==> src/design/conv3x3_zero_padded_core_assert.svh <==
// Assertion macros for the 3x3 convolution core.
`ifndef CONV3X3_ZERO_PADDED_CORE_ASSERT_SVH
`define CONV3X3_ZERO_PADDED_CORE_ASSERT_SVH

`ifndef SYNTHESIS

// Same-cycle implication, sampled on i_clk, quiet while i_rst_n is low.
`define C3ZP_ASSERT_NOW(label, ante, cons) \
    label: assert property (@(posedge i_clk) disable iff (!i_rst_n) (ante) |-> (cons)) \
        else $error("c3zp assertion failed");

// Next-cycle implication, sampled on i_clk, quiet while i_rst_n is low.
`define C3ZP_ASSERT_NEXT(label, ante, cons) \
    label: assert property (@(posedge i_clk) disable iff (!i_rst_n) (ante) |=> (cons)) \
        else $error("c3zp assertion failed");

`else

`define C3ZP_ASSERT_NOW(label, ante, cons)
`define C3ZP_ASSERT_NEXT(label, ante, cons)

`endif

`endif

==> src/design/c3zp_pkg.sv <==
// Shared constants, types and helpers of the 3x3 convolution core.
`timescale 1ns / 1ps

package c3zp_pkg;

    // Line store depth: widest supported row.
    localparam int MAX_WIDTH     = 512;
    localparam int HEIGHT_CAP    = 1022;
    localparam int DIM_W         = 10;
    localparam int ADDR_W        = $clog2(MAX_WIDTH);
    localparam int MAXW_BITS     = $clog2(MAX_WIDTH + 1);
    localparam int WID_W         = (DIM_W > MAXW_BITS) ? DIM_W : MAXW_BITS;
    localparam int WIDTH_RESET   = 512;
    localparam int HEIGHT_RESET  = 512;

    localparam int PIX_W         = 8;
    localparam int TAP_W         = 8;
    localparam int COEF_W        = 24;
    localparam int SHIFT_W       = 3;
    localparam int IDX_W         = 3;
    localparam int PROD_W        = PIX_W + 1 + TAP_W;
    localparam int COLSUM_W      = PROD_W + 2;
    localparam int RES_W         = 20;

    // Front-to-back job queue.
    localparam int QDEPTH        = 4;
    localparam int QPTR_W        = $clog2(QDEPTH);
    localparam int QCNT_W        = $clog2(QDEPTH + 1);

    // Register indexes of the configuration port.
    localparam logic [IDX_W-1:0] REG_COEF_TOP = IDX_W'(0);
    localparam logic [IDX_W-1:0] REG_COEF_MID = IDX_W'(1);
    localparam logic [IDX_W-1:0] REG_COEF_BOT = IDX_W'(2);
    localparam logic [IDX_W-1:0] REG_SHIFT    = IDX_W'(3);
    localparam logic [IDX_W-1:0] REG_WIDTH    = IDX_W'(4);
    localparam logic [IDX_W-1:0] REG_HEIGHT   = IDX_W'(5);

    typedef struct packed {
        logic [COEF_W-1:0]  coef_top;
        logic [COEF_W-1:0]  coef_mid;
        logic [COEF_W-1:0]  coef_bot;
        logic [SHIFT_W-1:0] shift;
        logic [DIM_W-1:0]   width;
        logic [DIM_W-1:0]   height;
    } t_cfg;

    // Masked 3x3 neighbourhood, entry k*3+j = column k (oldest first), row j (top first).
    typedef struct packed {
        logic [8:0][PIX_W-1:0] pix;
        logic                  last;
    } t_job;

    // Kernel tap at row krow, column kcol.
    function automatic logic signed [TAP_W-1:0] kernel_tap(t_cfg cfg, int krow, int kcol);
        logic [COEF_W-1:0] row_bits;
        begin
            if (krow == 0) begin
                row_bits = cfg.coef_top;
            end else if (krow == 1) begin
                row_bits = cfg.coef_mid;
            end else begin
                row_bits = cfg.coef_bot;
            end
            return $signed(row_bits[TAP_W*kcol +: TAP_W]);
        end
    endfunction

endpackage

==> src/design/c3zp_back.sv <==
// Back end: nine products, column sums, total and arithmetic shift into the output register.
`timescale 1ns / 1ps

module c3zp_back (
    input  logic                                i_clk,
    input  logic                                i_rst_n,
    input  logic                                i_job_valid,
    input  c3zp_pkg::t_job                      i_job,
    input  c3zp_pkg::t_cfg                      i_cfg,
    output logic                                o_pop,
    output logic                                o_valid,
    input  logic                                i_ready,
    output logic signed [c3zp_pkg::RES_W-1:0]   o_filtered,
    output logic                                o_last
);

    logic signed [c3zp_pkg::PROD_W-1:0]   prod [3][3];
    logic signed [c3zp_pkg::PROD_W-1:0]   r_p_prod [3][3];
    logic                                 r_p_valid, r_p_last;
    logic signed [c3zp_pkg::COLSUM_W-1:0] col_sum [3];
    logic signed [c3zp_pkg::COLSUM_W-1:0] r_s_sum [3];
    logic                                 r_s_valid, r_s_last;
    logic signed [c3zp_pkg::RES_W-1:0]    total;
    logic signed [c3zp_pkg::RES_W-1:0]    r_o_filtered;
    logic                                 r_o_valid, r_o_last;
    logic                                 en;

    // Whole pipe moves unless a finished result is held up
    assign en    = !r_o_valid || i_ready;
    assign o_pop = en && i_job_valid;

    // Flipped kernel: column k, row j meets tap (2-j, 2-k)
    always_comb begin
        for (int k = 0; k < 3; k++) begin
            for (int j = 0; j < 3; j++) begin
                prod[k][j] = c3zp_pkg::PROD_W'($signed({1'b0, i_job.pix[k*3+j]}))
                           * c3zp_pkg::PROD_W'(c3zp_pkg::kernel_tap(i_cfg, 2 - j, 2 - k));
            end
        end
    end

    always_comb begin
        for (int k = 0; k < 3; k++) begin
            col_sum[k] = c3zp_pkg::COLSUM_W'(r_p_prod[k][0])
                       + c3zp_pkg::COLSUM_W'(r_p_prod[k][1])
                       + c3zp_pkg::COLSUM_W'(r_p_prod[k][2]);
        end
        total = c3zp_pkg::RES_W'(r_s_sum[0]) + c3zp_pkg::RES_W'(r_s_sum[1])
              + c3zp_pkg::RES_W'(r_s_sum[2]);
    end

    always_ff @(posedge i_clk) begin
        if (!i_rst_n) begin
            r_p_valid <= 1'b0;
            r_s_valid <= 1'b0;
            r_o_valid <= 1'b0;
        end else if (en) begin
            r_p_valid <= i_job_valid;
            r_s_valid <= r_p_valid;
            r_o_valid <= r_s_valid;
        end
    end

    always_ff @(posedge i_clk) begin
        if (en) begin
            r_p_prod     <= prod;
            r_p_last     <= i_job.last;
            r_s_sum      <= col_sum;
            r_s_last     <= r_p_last;
            r_o_filtered <= total >>> i_cfg.shift;
            r_o_last     <= r_s_last;
        end
    end

    assign o_valid    = r_o_valid;
    assign o_filtered = r_o_filtered;
    assign o_last     = r_o_last;

endmodule

==> config.mk <==
export PLATFORM = sky130hd
export DESIGN_NAME = c3zp_back
export DESIGN_NICKNAME = d
export VERILOG_FILES = /design/src/design/conv3x3_zero_padded_core_assert.svh /design/src/design/c3zp_pkg.sv /design/src/design/c3zp_back.sv
export SDC_FILE = /design/constraint.sdc
export NUM_CORES = 2
export LEC_CHECK = 0
export BUFFER_PORTS_ARGS = -buffer_cell sky130_fd_sc_hd__buf_4
export CAP_MARGIN = 20
export CORE_MARGIN = 2
export CORE_UTILIZATION = 40
export CTS_BUF_LIST = sky130_fd_sc_hd__clkbuf_4 sky130_fd_sc_hd__clkbuf_8
export DETAILED_ROUTE_END_ITERATION = 7
export SYNTH_ARGS = -nofsm -noshare
export SYNTH_HDL_FRONTEND = slang
export SYNTH_SLANG_ARGS = --single-unit
==> constraint.sdc <==
create_clock -name i_clk -period 9.02 [get_ports i_clk]
set_input_delay 0.451 -clock i_clk [delete_from_list [all_inputs] [get_ports i_clk]]
set_output_delay 0.451 -clock i_clk [all_outputs]
set_load 0.1 [all_outputs]
==> results_dict.tcl <==
set metrics [dict create \
    status "finished clean" \
    syn-num-nets 4113 \
    post_cts_buffers 0 \
    fmax_mhz 227 \
    rsz0062_at_grt "no" \
    critPathLaunchType "input port" \
    syn_area_per_cell_um2 10.3 \
    cts_root_buf "clkbuf_8" \
    peakVddDrop_uv 311 \
    reg2reg_to "o_filtered[15]" \
    reg2reg_from "r_s_sum[39]" \
    netSwitchingFraction_pct 48.5 \
    syn2layout_area_growth_pct 10.9 \
    setup_ws_ps 4620 \
    layout_min_cycle_time_ps 4400 \
    powerDensity_mw_per_mm2 381 \
    rows 103 \
    cap_violations 0 \
    grt_pass1_vias 22300 \
    netlist_area_mm2 0.0316 \
    clockPowerShare_pct 7.6 \
    track_usage_pct 16.9 \
    gp_congestion 0.840 \
    synth.most_common_cell "inv_1" \
    synth_area_leader_cell "fa_1" \
    routed_wl_mm 66.1 \
    cts_buffers 43 \
    drtIter0Drc 1027 \
    arrival_ps 4710 \
    start_util_pct 40.2 \
    holdPathStages 2 \
    ys_top_cells_by_count "inv_1 (547), ha_1 (456), fa_1 (407), and2_1 (375), edfxtp_1 (233)" \
    power.internal_mw 6.88 \
    grt_pass1_wl_mm 112 \
    htree_num_levels 2 \
    final_cell_area_mm2 0.0351 \
    total_power_mw 13.4 \
    synth.distinct_cells 63 \
    critPathCaptureType "flip-flop" \
    nFillCells 7573 \
    clk_pin_slew_worst_paths_ps 60 \
    yosysSeqAreaShare_pct 22.3 \
    synth_area_leaders "fa_1 (26%), edfxtp_1 (22%), ha_1 (18%)" \
    fin_cells 4371 \
    hold_path.class "in2reg" \
    dpl_cell_area_mm2 0.0342 \
    holdWs_ps 108 \
    die_x_um 285 \
    post-place-cells 4292 \
    synth_top_area_share_pct 25.8 \
    async_flop_share_pct 0 \
    antenna_found_initial 2 \
    worstPathRequired_ps 9330 \
    ioPinCount 195 \
    drt-wirelength-per-cell_um 15.1 \
    gr-total-overflow 0 \
    comb_power_share_pct 73.0 \
    setup_viol 0 \
    largest_register_ffs 153 \
    fin_util_pct 44.6 \
    cts_sinks 236 \
    tightest_slew_ps 986 \
    r2r_cells 10 \
    hpwlAfterDp_mm 54.3 \
    slew_viol_final 0 \
    core_mm2 0.0786 \
    drive_gt1_share_pct 8.04 \
    fin_crit_sh_pct 48.8 \
    slew_headroom_pct 34.3 \
    port_buffers 174 \
    synthCells 3078 \
    holdPathEnd "r_p_valid" \
    die_h_um 285 \
    power_leakage_nw 16.9 \
    worstSkewPairLatency_ps 590 \
    power_switching_mw 6.47 \
    yosys_warnings 0 \
    viasPerCell 4.88 \
    place_ws_ps 4040 \
    synth_ff_type "edfxtp_1" \
    criticalPathCategory "in2reg" \
    nNetsFinal 4323 \
    vias 21300 \
    drc_errors 0 \
    fin_skew_ps 26.4 \
    tns_ps 0 \
    cts_tree "yes" \
    hold_start "i_rst_n" \
    grt_max_degree 75 \
    clk_path_buf_depth 3 \
    rrSetupSlack_ps 5030 \
    hold_viol 0 \
    synth_edf_count 233 \
    antenna_left 0 \
    top_register "r_p_prod" \
    critPathMaxFanout 8 \
    ys_seq_elements 236 \
    seq_power_share_pct 19.4 \
    dieArea_mm2 0.0813 \
    dr.pass1.iters 5 \
]
[timing repair]
action	4_1_cts	5_1_grt
setup endpoints to repair	0	0
hold buffers	1	0
gates resized for setup	0	0
hold endpoints to repair	1	0
[critical path: stages]
cell      delay [ps]
buf_4            130
clkinv_1         240
fa_1             570
fa_1             520
inv_1             50
fa_1             540
inv_1             50
fa_1             470
inv_1             40
ha_1             310
o21a_1           130
o21ai_0          160
nand2b_1         100
a31o_2           260
a41o_1           260
o41ai_1          310
xnor2_1          110
[worst max-delay path by stage]
stage                         start             to  slack, ps  cells past startpoint
final                     i_cfg[70]  r_p_prod[135]       4620                     17
after global routing      i_cfg[70]  r_p_prod[135]       4450                     17
after CTS                 i_cfg[70]  r_p_prod[135]       4660                     17
after detailed placement  i_cfg[70]  r_p_prod[135]       4040                     17
after global placement    i_cfg[70]  r_p_prod[135]       4040                     17
after floorplan             o_valid          o_pop         30                      3
[cells in the final DEF (no fill, tap or decap), types with 16 or more instances in the layout]
cell / synthesis / routed
inv_1: 547 / 547
ha_1: 456 / 456
fa_1: 407 / 407
and2_1: 375 / 375
edfxtp_1: 233 / 233
nand2_1: 206 / 206
buf_4: 0 / 177
nor2_1: 132 / 132
xnor2_1: 119 / 119
a21oi_1: 104 / 104
o21ai_0: 52 / 52
clkbuf_8: 0 / 45
nand2b_1: 41 / 40
xor2_1: 37 / 37
a21o_1: 35 / 35
nor2b_1: 35 / 35
nand3_1: 34 / 34
nor3_1: 28 / 28
o21a_1: 22 / 22
mux2i_1: 22 / 22
o211ai_1: 16 / 16
[power by group through the flow]
stage / logic [mW] / registers, mW / clock network (mW)
3_3_place_gp: 9.65 / 2.63 / 0
3_5_place_dp: 9.68 / 2.63 / 0
4_1_cts: 9.77 / 2.61 / 1.05
5_1_grt: 11.0 / 2.66 / 1.10
6_report: 9.75 / 2.60 / 1.01
2_1_floorplan: 7.14 / 2.81 / 0
[per-layer routing]
metal | track usage, % | share of wire [%] | vias to the layer above
li1 | - | - | 10500
met1 | 23.3 | 47 | 10500
met2 | 28.2 | 48 | 286
met3 | 2.08 | 3.4 | 87
met4 | 4.29 | 2.2 | 0
met5 | 0 | 0 | -
[cell type report]
class / count / area (µm²) / area share, %
Antenna cell: 2 / 5.00 / 0.0143
Clock buffer: 53 / 679 / 1.94
Clock inverter: 23 / 151 / 0.432
Inverter: 549 / 2060 / 5.88
Multi-Input combinational cell: 2280 / 22500 / 64.0
Sequential cell: 236 / 7060 / 20.1
Tap cell: 1050 / 1310 / 3.75
Timing Repair Buffer: 178 / 1340 / 3.82
[cell families (layout without fill, tap and decap cells)]
logic type,count (synthesis),count (layout),share of synthesized area (%)
other cells,0,2,0
flops,236,236,22.3
mux,27,27,0.875
simple gates,880,880,14.5
xor+xnor,157,157,4.37
buf+inv,562,803,6.68
fa+ha+maj,863,863,43.8
compound gates,353,353,7.40
Note: power is estimated with default switching activity, not from simulation.
