## src/design/conv3x3_zero_padded_core_assert.svh

```systemverilog
// Assertion macros for the 3x3 convolution core.
`ifndef CONV3X3_ZERO_PADDED_CORE_ASSERT_SVH
`define CONV3X3_ZERO_PADDED_CORE_ASSERT_SVH

`ifndef SYNTHESIS

// Same-cycle implication, sampled on i_clk, quiet while i_rst_n is low.
`define C3ZP_ASSERT_NOW(label, ante, cons) \
    label: assert property (@(posedge i_clk) disable iff (!i_rst_n) (ante) |-> (cons)) \
        else $error("c3zp assertion failed");

// Next-cycle implication, sampled on i_clk, quiet while i_rst_n is low.
`define C3ZP_ASSERT_NEXT(label, ante, cons) \
    label: assert property (@(posedge i_clk) disable iff (!i_rst_n) (ante) |=> (cons)) \
        else $error("c3zp assertion failed");

`else

`define C3ZP_ASSERT_NOW(label, ante, cons)
`define C3ZP_ASSERT_NEXT(label, ante, cons)

`endif

`endif

```

## src/design/c3zp_pkg.sv

```systemverilog
// Shared constants, types and helpers of the 3x3 convolution core.
`timescale 1ns / 1ps

package c3zp_pkg;

    // Line store depth: widest supported row.
    localparam int MAX_WIDTH     = 512;
    localparam int HEIGHT_CAP    = 1022;
    localparam int DIM_W         = 10;
    localparam int ADDR_W        = $clog2(MAX_WIDTH);
    localparam int MAXW_BITS     = $clog2(MAX_WIDTH + 1);
    localparam int WID_W         = (DIM_W > MAXW_BITS) ? DIM_W : MAXW_BITS;
    localparam int WIDTH_RESET   = 512;
    localparam int HEIGHT_RESET  = 512;

    localparam int PIX_W         = 8;
    localparam int TAP_W         = 8;
    localparam int COEF_W        = 24;
    localparam int SHIFT_W       = 3;
    localparam int IDX_W         = 3;
    localparam int PROD_W        = PIX_W + 1 + TAP_W;
    localparam int COLSUM_W      = PROD_W + 2;
    localparam int RES_W         = 20;

    // Front-to-back job queue.
    localparam int QDEPTH        = 4;
    localparam int QPTR_W        = $clog2(QDEPTH);
    localparam int QCNT_W        = $clog2(QDEPTH + 1);

    // Register indexes of the configuration port.
    localparam logic [IDX_W-1:0] REG_COEF_TOP = IDX_W'(0);
    localparam logic [IDX_W-1:0] REG_COEF_MID = IDX_W'(1);
    localparam logic [IDX_W-1:0] REG_COEF_BOT = IDX_W'(2);
    localparam logic [IDX_W-1:0] REG_SHIFT    = IDX_W'(3);
    localparam logic [IDX_W-1:0] REG_WIDTH    = IDX_W'(4);
    localparam logic [IDX_W-1:0] REG_HEIGHT   = IDX_W'(5);

    typedef struct packed {
        logic [COEF_W-1:0]  coef_top;
        logic [COEF_W-1:0]  coef_mid;
        logic [COEF_W-1:0]  coef_bot;
        logic [SHIFT_W-1:0] shift;
        logic [DIM_W-1:0]   width;
        logic [DIM_W-1:0]   height;
    } t_cfg;

    // Masked 3x3 neighbourhood, entry k*3+j = column k (oldest first), row j (top first).
    typedef struct packed {
        logic [8:0][PIX_W-1:0] pix;
        logic                  last;
    } t_job;

    // Kernel tap at row krow, column kcol.
    function automatic logic signed [TAP_W-1:0] kernel_tap(t_cfg cfg, int krow, int kcol);
        logic [COEF_W-1:0] row_bits;
        begin
            if (krow == 0) begin
                row_bits = cfg.coef_top;
            end else if (krow == 1) begin
                row_bits = cfg.coef_mid;
            end else begin
                row_bits = cfg.coef_bot;
            end
            return $signed(row_bits[TAP_W*kcol +: TAP_W]);
        end
    endfunction

endpackage

```

## src/design/c3zp_queue.sv

```systemverilog
// Short job queue between the front end and the arithmetic back end.
`timescale 1ns / 1ps

module c3zp_queue (
    input  logic                        i_clk,
    input  logic                        i_rst_n,
    input  logic                        i_push,
    input  c3zp_pkg::t_job              i_job,
    input  logic                        i_pop,
    output logic                        o_valid,
    output c3zp_pkg::t_job              o_job,
    output logic [c3zp_pkg::QCNT_W-1:0] o_free
);

    c3zp_pkg::t_job                r_mem [c3zp_pkg::QDEPTH];
    logic [c3zp_pkg::QPTR_W-1:0]   r_wr, r_rd;
    logic [c3zp_pkg::QCNT_W-1:0]   r_cnt;
    logic                          do_push, do_pop;

    assign o_valid = r_cnt != '0;
    assign o_job   = r_mem[r_rd];
    assign o_free  = c3zp_pkg::QCNT_W'(c3zp_pkg::QDEPTH) - r_cnt;
    assign do_push = i_push && (r_cnt != c3zp_pkg::QCNT_W'(c3zp_pkg::QDEPTH));
    assign do_pop  = i_pop && o_valid;

    always_ff @(posedge i_clk) begin
        if (!i_rst_n) begin
            r_wr  <= '0;
            r_rd  <= '0;
            r_cnt <= '0;
        end else begin
            if (do_push) begin
                r_wr <= (r_wr == c3zp_pkg::QPTR_W'(c3zp_pkg::QDEPTH - 1)) ? '0
                      : r_wr + c3zp_pkg::QPTR_W'(1);
            end
            if (do_pop) begin
                r_rd <= (r_rd == c3zp_pkg::QPTR_W'(c3zp_pkg::QDEPTH - 1)) ? '0
                      : r_rd + c3zp_pkg::QPTR_W'(1);
            end
            if (do_push && !do_pop) begin
                r_cnt <= r_cnt + c3zp_pkg::QCNT_W'(1);
            end else if (do_pop && !do_push) begin
                r_cnt <= r_cnt - c3zp_pkg::QCNT_W'(1);
            end
        end
    end

    always_ff @(posedge i_clk) begin
        if (do_push) begin
            r_mem[r_wr] <= i_job;
        end
    end

endmodule

```

## config.mk

```make
export PLATFORM = sky130hd
export DESIGN_NAME = c3zp_queue
export DESIGN_NICKNAME = d
export VERILOG_FILES = /design/src/design/conv3x3_zero_padded_core_assert.svh /design/src/design/c3zp_pkg.sv /design/src/design/c3zp_queue.sv
export SDC_FILE = /design/constraint.sdc
export NUM_CORES = 1
export LEC_CHECK = 0
export BUFFER_PORTS_ARGS = -buffer_cell sky130_fd_sc_hd__buf_2
export CORE_MARGIN = 5
export CORE_UTILIZATION = 44
export CTS_BUF_LIST = sky130_fd_sc_hd__clkbuf_16
export CTS_CLUSTER_DIAMETER = 200
export DETAILED_ROUTE_END_ITERATION = 8
export GPL_ROUTABILITY_DRIVEN = 1
export HOLD_SLACK_MARGIN = 0.08
export SKIP_LAST_GASP = 1
export SLEW_MARGIN = 20
export SYNTH_ARGS = -nofsm -noshare
export SYNTH_HDL_FRONTEND = slang
export SYNTH_SLANG_ARGS = --single-unit
```

## constraint.sdc

```tcl
create_clock -name i_clk -period 8.9 [get_ports i_clk]
set_input_delay 1.335 -clock i_clk [delete_from_list [all_inputs] [get_ports i_clk]]
set_output_delay 1.335 -clock i_clk [all_outputs]
set_load 0.05 [all_outputs]
```

==> metrics.txt, run 1 <==
Routed WL per cell=20.9 um; synthesis-to-finish area growth=18.4%; port bufs=153; CTS Buf Count=31; vias in the first global route=5524; crit path max fanout=38; worst vdd ir=0.216 mV; hpwl dp=11900 um; share of the synthesized area in the top cell type=78.8%; Iter 0 DRT Violations=347; Ys Warns=0; initial antenna violation count=2; most common cell after layout, fill and taps aside=edfxtp_1; count of pins over their slew limit=0; Final Net Count=696; post-synthesis mux area share=15.2%; setup violators final=0; Clock power frac=29.3%; H-tree levels=1; Synth area leaders=edfxtp_1 79%, mux4_2 15%, dfxtp_1 1.6%; gr ovfl total=0; Syn Nets=522; Total Neg Setup Slack=0 ps; CP max stage cell=dfxtp_4; final hold vios=0; Setup Fix Bufs, Post-CTS=0; global-route wire length before repair=31100 um; hold bufs inserted after CTS=0; Syn Inst Count=435; Net Sw Power=0.00138 W; final cell count without fillers=963; Post-Synth XOR/XNOR Area=0.157%; post-synth cell types=22; outcome=finished, final reports clean; n_diodes=0; PostCTS Resize Cnt=0; Slew @ Worst Pin=771 ps; clock tree from TritonCTS=done; max frequency=230 MHz; clock-pin slew on the worst setup and hold paths=60 ps; critical path capture point type=output port; Starting Density=44.5%; multi-input logic area=1960 um2; Switching Share=33.0%; Synth Area in Compound Gates=0.112%; Leakage Power=4.46 nW; cell internal pwr=0.00281 W; Vias=4929; Rel. slew slack=48.6%; Largest stage delay, worst path=860 ps; Mapped Area=11100 um2; Die X-Extent=169 um; Root Driver=clkbuf_16; largest net degree at the start of global routing=74; Worst Hold Class=reg2reg; post-synth top area cell=edfxtp_1; global placer's final weighted congestion=0.718; Critical Path RT=7570 ps; row count=58; Overall Global Routing Usage=14.1%; commonest cells after routing, fill and taps aside=292 x edfxtp_1, 153 x buf_2, 72 x mux4_2; crit-path cells=buf_4 > mux4_2 > buf_2; Fill cells=1988; vias per cell=5.12; Layout Skew=8.45 ps; Reg power frac=42.7%; Sink Count=301; main combinational cell family by area after synthesis=multiplexers; register area=8960 um2; Antenna Violating Nets Remaining=0; placed cells=905; num ports=154; Die ar.=28600 um2; crit path DAT=3020 ps; Avg Cell Area, Syn=25.6 um2; crit start category=flip-flop; Clk Latency, worst-skew pair=540 ps; RSZ-0062 raised after global routing=no; Pre-Repair DR Iteration Count=4; fin crit share=48.9%; Synth Area in Adders=1.19%; minimum clock period=4350 ps; core area=25000 um2; DRC=0; Max clock buf depth=3; max-capacitance violation count=0; combinational power share=27.9%; layout cell share with drive strength beyond 1=44.1%; post-synthesis sequential area ratio=80.4%; Post-Synth Simple-Gate Area=0.798%; DIE HEIGHT=169 um; critical path type=reg2out; #FFs+latches synth=301; pwr dens=318 nW/um2; final WL=20100 um
==> kinds of logic (layout without fill, tap and decap cells) <==
group                    after synthesis  count (layout)
AO/OA/AOI/OAI                          2               2
XOR/XNOR                               2               2
adder cells (fa/ha/maj)               10              10
buffers and inverters                 27             225
flip-flops                           301             301
multiplexers                          78              78
AND/OR/NAND/NOR                       15              15
==> cell usage after synthesis, drive strengths merged <==
cell type,instances
ha,9
buf,16
fa,1
and2,5
a21boi,1
o21ai,1
nor2,2
inv,9
mux2i,5
xor2,1
nor2b,7
mux4,73
dfxtp,9
xnor2,1
or3,1
edfxtp,292
clkbuf,2
==> layout make-up <==
type	instances	share of cell area (%)
clock buffer	31	5.89
multi-input combinational	107	14.9
sequential	301	68.0
inverter	9	0.256
tap	330	3.13
clock inverter	26	1.60
timing repair buffer	159	6.30
==> power by group through the flow <==
stage                     Sequential (W)  Combinational, W  Clock (W)
after floorplan                  0.00177           0.00101          0
after global placement           0.00183           0.00116          0
after detailed placement         0.00184           0.00117          0
after CTS                        0.00181           0.00118    0.00126
after global routing             0.00181           0.00123    0.00134
final                            0.00179           0.00117    0.00123
==> worst paths after layout <==
kind                       endpoint                   from  slack, ps  cells past startpoint
max                       o_job[52]              flip-flop       4550                      3
min                       flip-flop   r_rd[1]$_SDFFE_PN0P_        550                      2
max reg2reg  r_mem[3][56]$_DFFE_PP_  r_cnt[0]$_SDFFE_PN0P_       5820                      6
min reg2reg               flip-flop   r_rd[1]$_SDFFE_PN0P_        550                      2
==> flip-flops by register name (all words and copies together) (netlist names), named ones only <==
| signal | flops |
|---|---|
| r_rd | 2 |
| r_cnt | 3 |
| r_wr | 2 |
| r_mem | 292 |
==> metal layers <==
metal | up-vias | share of wire [%] | track usage [%]
li1 | 2193 | - | -
met1 | 2557 | 41 | 18.3
met2 | 144 | 51 | 23.9
met3 | 31 | 7.1 | 3.83
met4 | 4 | 1.5 | 3.19
met5 | - | 0.12 | 0
==> critical path: cells and delay by family (launching register included) <==
family,cells,cell delay (ps)
buffers and inverters,2,980
multiplexers,1,620
flip-flops,1,860
==> stage by stage <==
stage               power [W]  util [%]  hold slack (ps)  setup WS (ps)  area (um2)
floorplan             0.00278         -              482           5030       11100
global placement      0.00300      48.6              508           5000       12200
detailed placement    0.00302      48.6              533           4960       12200
CTS                   0.00426      52.5              540           4380       13200
global route          0.00438      52.6              595           4240       13200
finish                0.00419      52.6              547           4550       13200
Power figures use the tool's default switching activity.
==> run 2, diff against run 1 <==
--- a/config.mk
+++ b/config.mk
@@ -13,6 +13,7 @@
 export DETAILED_ROUTE_END_ITERATION = 8
 export GPL_ROUTABILITY_DRIVEN = 1
 export HOLD_SLACK_MARGIN = 0.08
+export PLACE_DENSITY = 0.66
 export SKIP_LAST_GASP = 1
 export SLEW_MARGIN = 20
 export SYNTH_ARGS = -nofsm -noshare
==> constraint.sdc (replaced) <==
create_clock -name i_clk -period 3.7 [get_ports i_clk]
set_input_delay 0.555 -clock i_clk [delete_from_list [all_inputs] [get_ports i_clk]]
set_output_delay 0.555 -clock i_clk [all_outputs]
set_load 0.05 [all_outputs]
==> metrics.txt, run 2 (same netlist as run 1, synthesis figures left out) <==
DRC=0 (unchanged); final WL=20800 um (+3.5%); largest net degree at the start of global routing=57 (-23%); Buffers & Inverters on Critical Path=2 (unchanged); Critical Path RT=3140 ps (-4430 ps); hold_ws=234 ps (-313 ps); num ports=154 (unchanged); Root Driver=clkbuf_16; crit-path cells=buf_4 > mux4_2 > buf_2; Worst Hold Class=in2reg; final cell count without fillers=965 (+0.21%); Largest stage delay, worst path=680 ps (-180 ps); Overall Global Routing Usage=14.4% (+0.36 points); outcome=finished, final reports clean; fin crit share=79.8%; Total Neg Setup Slack=0 ps (unchanged); Sink Count=301 (unchanged); max-capacitance violation count=0 (unchanged); Setup Fix Bufs, Post-CTS=0 (unchanged); hold bufs inserted after CTS=0 (unchanged); Die X-Extent=169 um (unchanged); Starting Density=44.5% (unchanged); clock-pin slew on the worst setup and hold paths=60 ps (about the same); cell family with the largest share of critical-path delay=flip-flops; crit start category=flip-flop; crit path max fanout=24 (-37%); Largest regs=r_mem (292), r_cnt (3); commonest cells after routing, fill and taps aside=292 x edfxtp_1, 153 x buf_2, 72 x mux4_2; n_diodes=0 (unchanged); most common cell after layout, fill and taps aside=edfxtp_1; H-tree levels=1 (unchanged); worst vdd ir=0.483 mV (+120%); clock tree from TritonCTS=done; final worst slack=747 ps (-3800 ps); Antenna Violating Nets Remaining=0 (unchanged); Rel. slew slack=41.7% (-6.9 points); critical path capture point type=output port; critical path type=reg2out; Slew @ Worst Pin=875 ps (+104 ps); global placer's final weighted congestion=0.781 (+8.8%); CTS Buf Count=29 (-6.5%); initial antenna violation count=4 (+2); row count=58 (unchanged); RSZ-0062 raised after global routing=no; hpwl dp=13300 um (+12%); Place WS=846 ps (-4110 ps); post-layout util=52.9% (+0.24 points); vias in the first global route=5424 (-1.8%); max reg flops=292 (unchanged); global-route wire length before repair=31800 um (+2.2%); pwr dens=767 nW/um2 (+140%); crit path DAT=2400 ps (-620 ps); count of pins over their slew limit=0 (unchanged); largest reg by FF count=r_mem; Leakage Power=4.48 nW (+0.50%); placed cells=912 (+0.77%); synthesis-to-finish area growth=18.9%; PostCTS Resize Cnt=0 (unchanged); gr ovfl total=0 (unchanged); Iter 0 DRT Violations=391 (+13%); setup violators final=0 (unchanged); core area=25000 um2 (unchanged); Routed WL per cell=21.5 um (+3.2%); vias per cell=5.20 (+1.5%); Pre-Repair DR Iteration Count=4 (unchanged); CP max stage cell=dfxtp_4; Die ar.=28600 um2 (unchanged); Vias=5014 (+1.7%); Final Net Count=700 (+0.57%); DIE HEIGHT=169 um (unchanged); Clk Latency, worst-skew pair=540 ps (about the same); final hold vios=0 (unchanged); layout cell share with drive strength beyond 1=45.2% (+1.1 points); port bufs=153 (unchanged); Layout Skew=19.9 ps (+11.5 ps); minimum clock period=2950 ps; Max clock buf depth=3 (unchanged); max frequency=339 MHz
-- run 2: worst paths after layout --
check | slack (ps) | start | cells past startpoint | endpoint
hold reg to reg | 550 | r_rd[1]$_SDFFE_PN0P_ | 2 | flip-flop
setup reg to reg | 900 | r_cnt[0]$_SDFFE_PN0P_ | 10 | r_cnt[2]$_SDFFE_PN0P_
hold / removal | 230 | i_job[13] | 1 | r_mem[3][13]$_DFFE_PP_
setup / recovery | 750 | flip-flop | 3 | o_job[24]
-- run 2: routing by layer --
| metal | part of all wire, % | track usage [%] | vias to the layer above |
|---|---|---|---|
| li1 | - | - | 2206 |
| met1 | 41 | 19.7 | 2600 |
| met2 | 49 | 23.7 | 172 |
| met3 | 8.7 | 4.16 | 28 |
| met4 | 0.96 | 2.80 | 8 |
| met5 | 0.20 | 0 | - |
-- run 2: power by group --
group | total [W] | internal [W] | switching (W)
registers | 0.00430 | 0.00412 | 0.000184
clock network | 0.00295 | 0.00177 | 0.00118
logic | 0.00290 | 0.000893 | 0.00201
total | 0.0102 | 0.00678 | 0.00337
-- run 2: stage by stage --
| stage | total power (W) | area, um2 |
|---|---|---|
| finish | 0.0102 | 13200 |
| global route | 0.0106 | 13200 |
| CTS | 0.0103 | 13200 |
| detailed placement | 0.00733 | 12300 |
| global placement | 0.00728 | 12300 |
| floorplan | 0.00670 | 11100 |
-- run 2: layout make-up --
| type | instances | area (um2) |
|---|---|---|
| clock buffer | 29 | 726 |
| clock inverter | 24 | 246 |
| fill | 1932 | 11800 |
| inverter | 9 | 33.8 |
| multi-input combinational | 107 | 1960 |
| sequential | 301 | 8960 |
| tap | 330 | 413 |
| timing repair buffer | 165 | 906 |
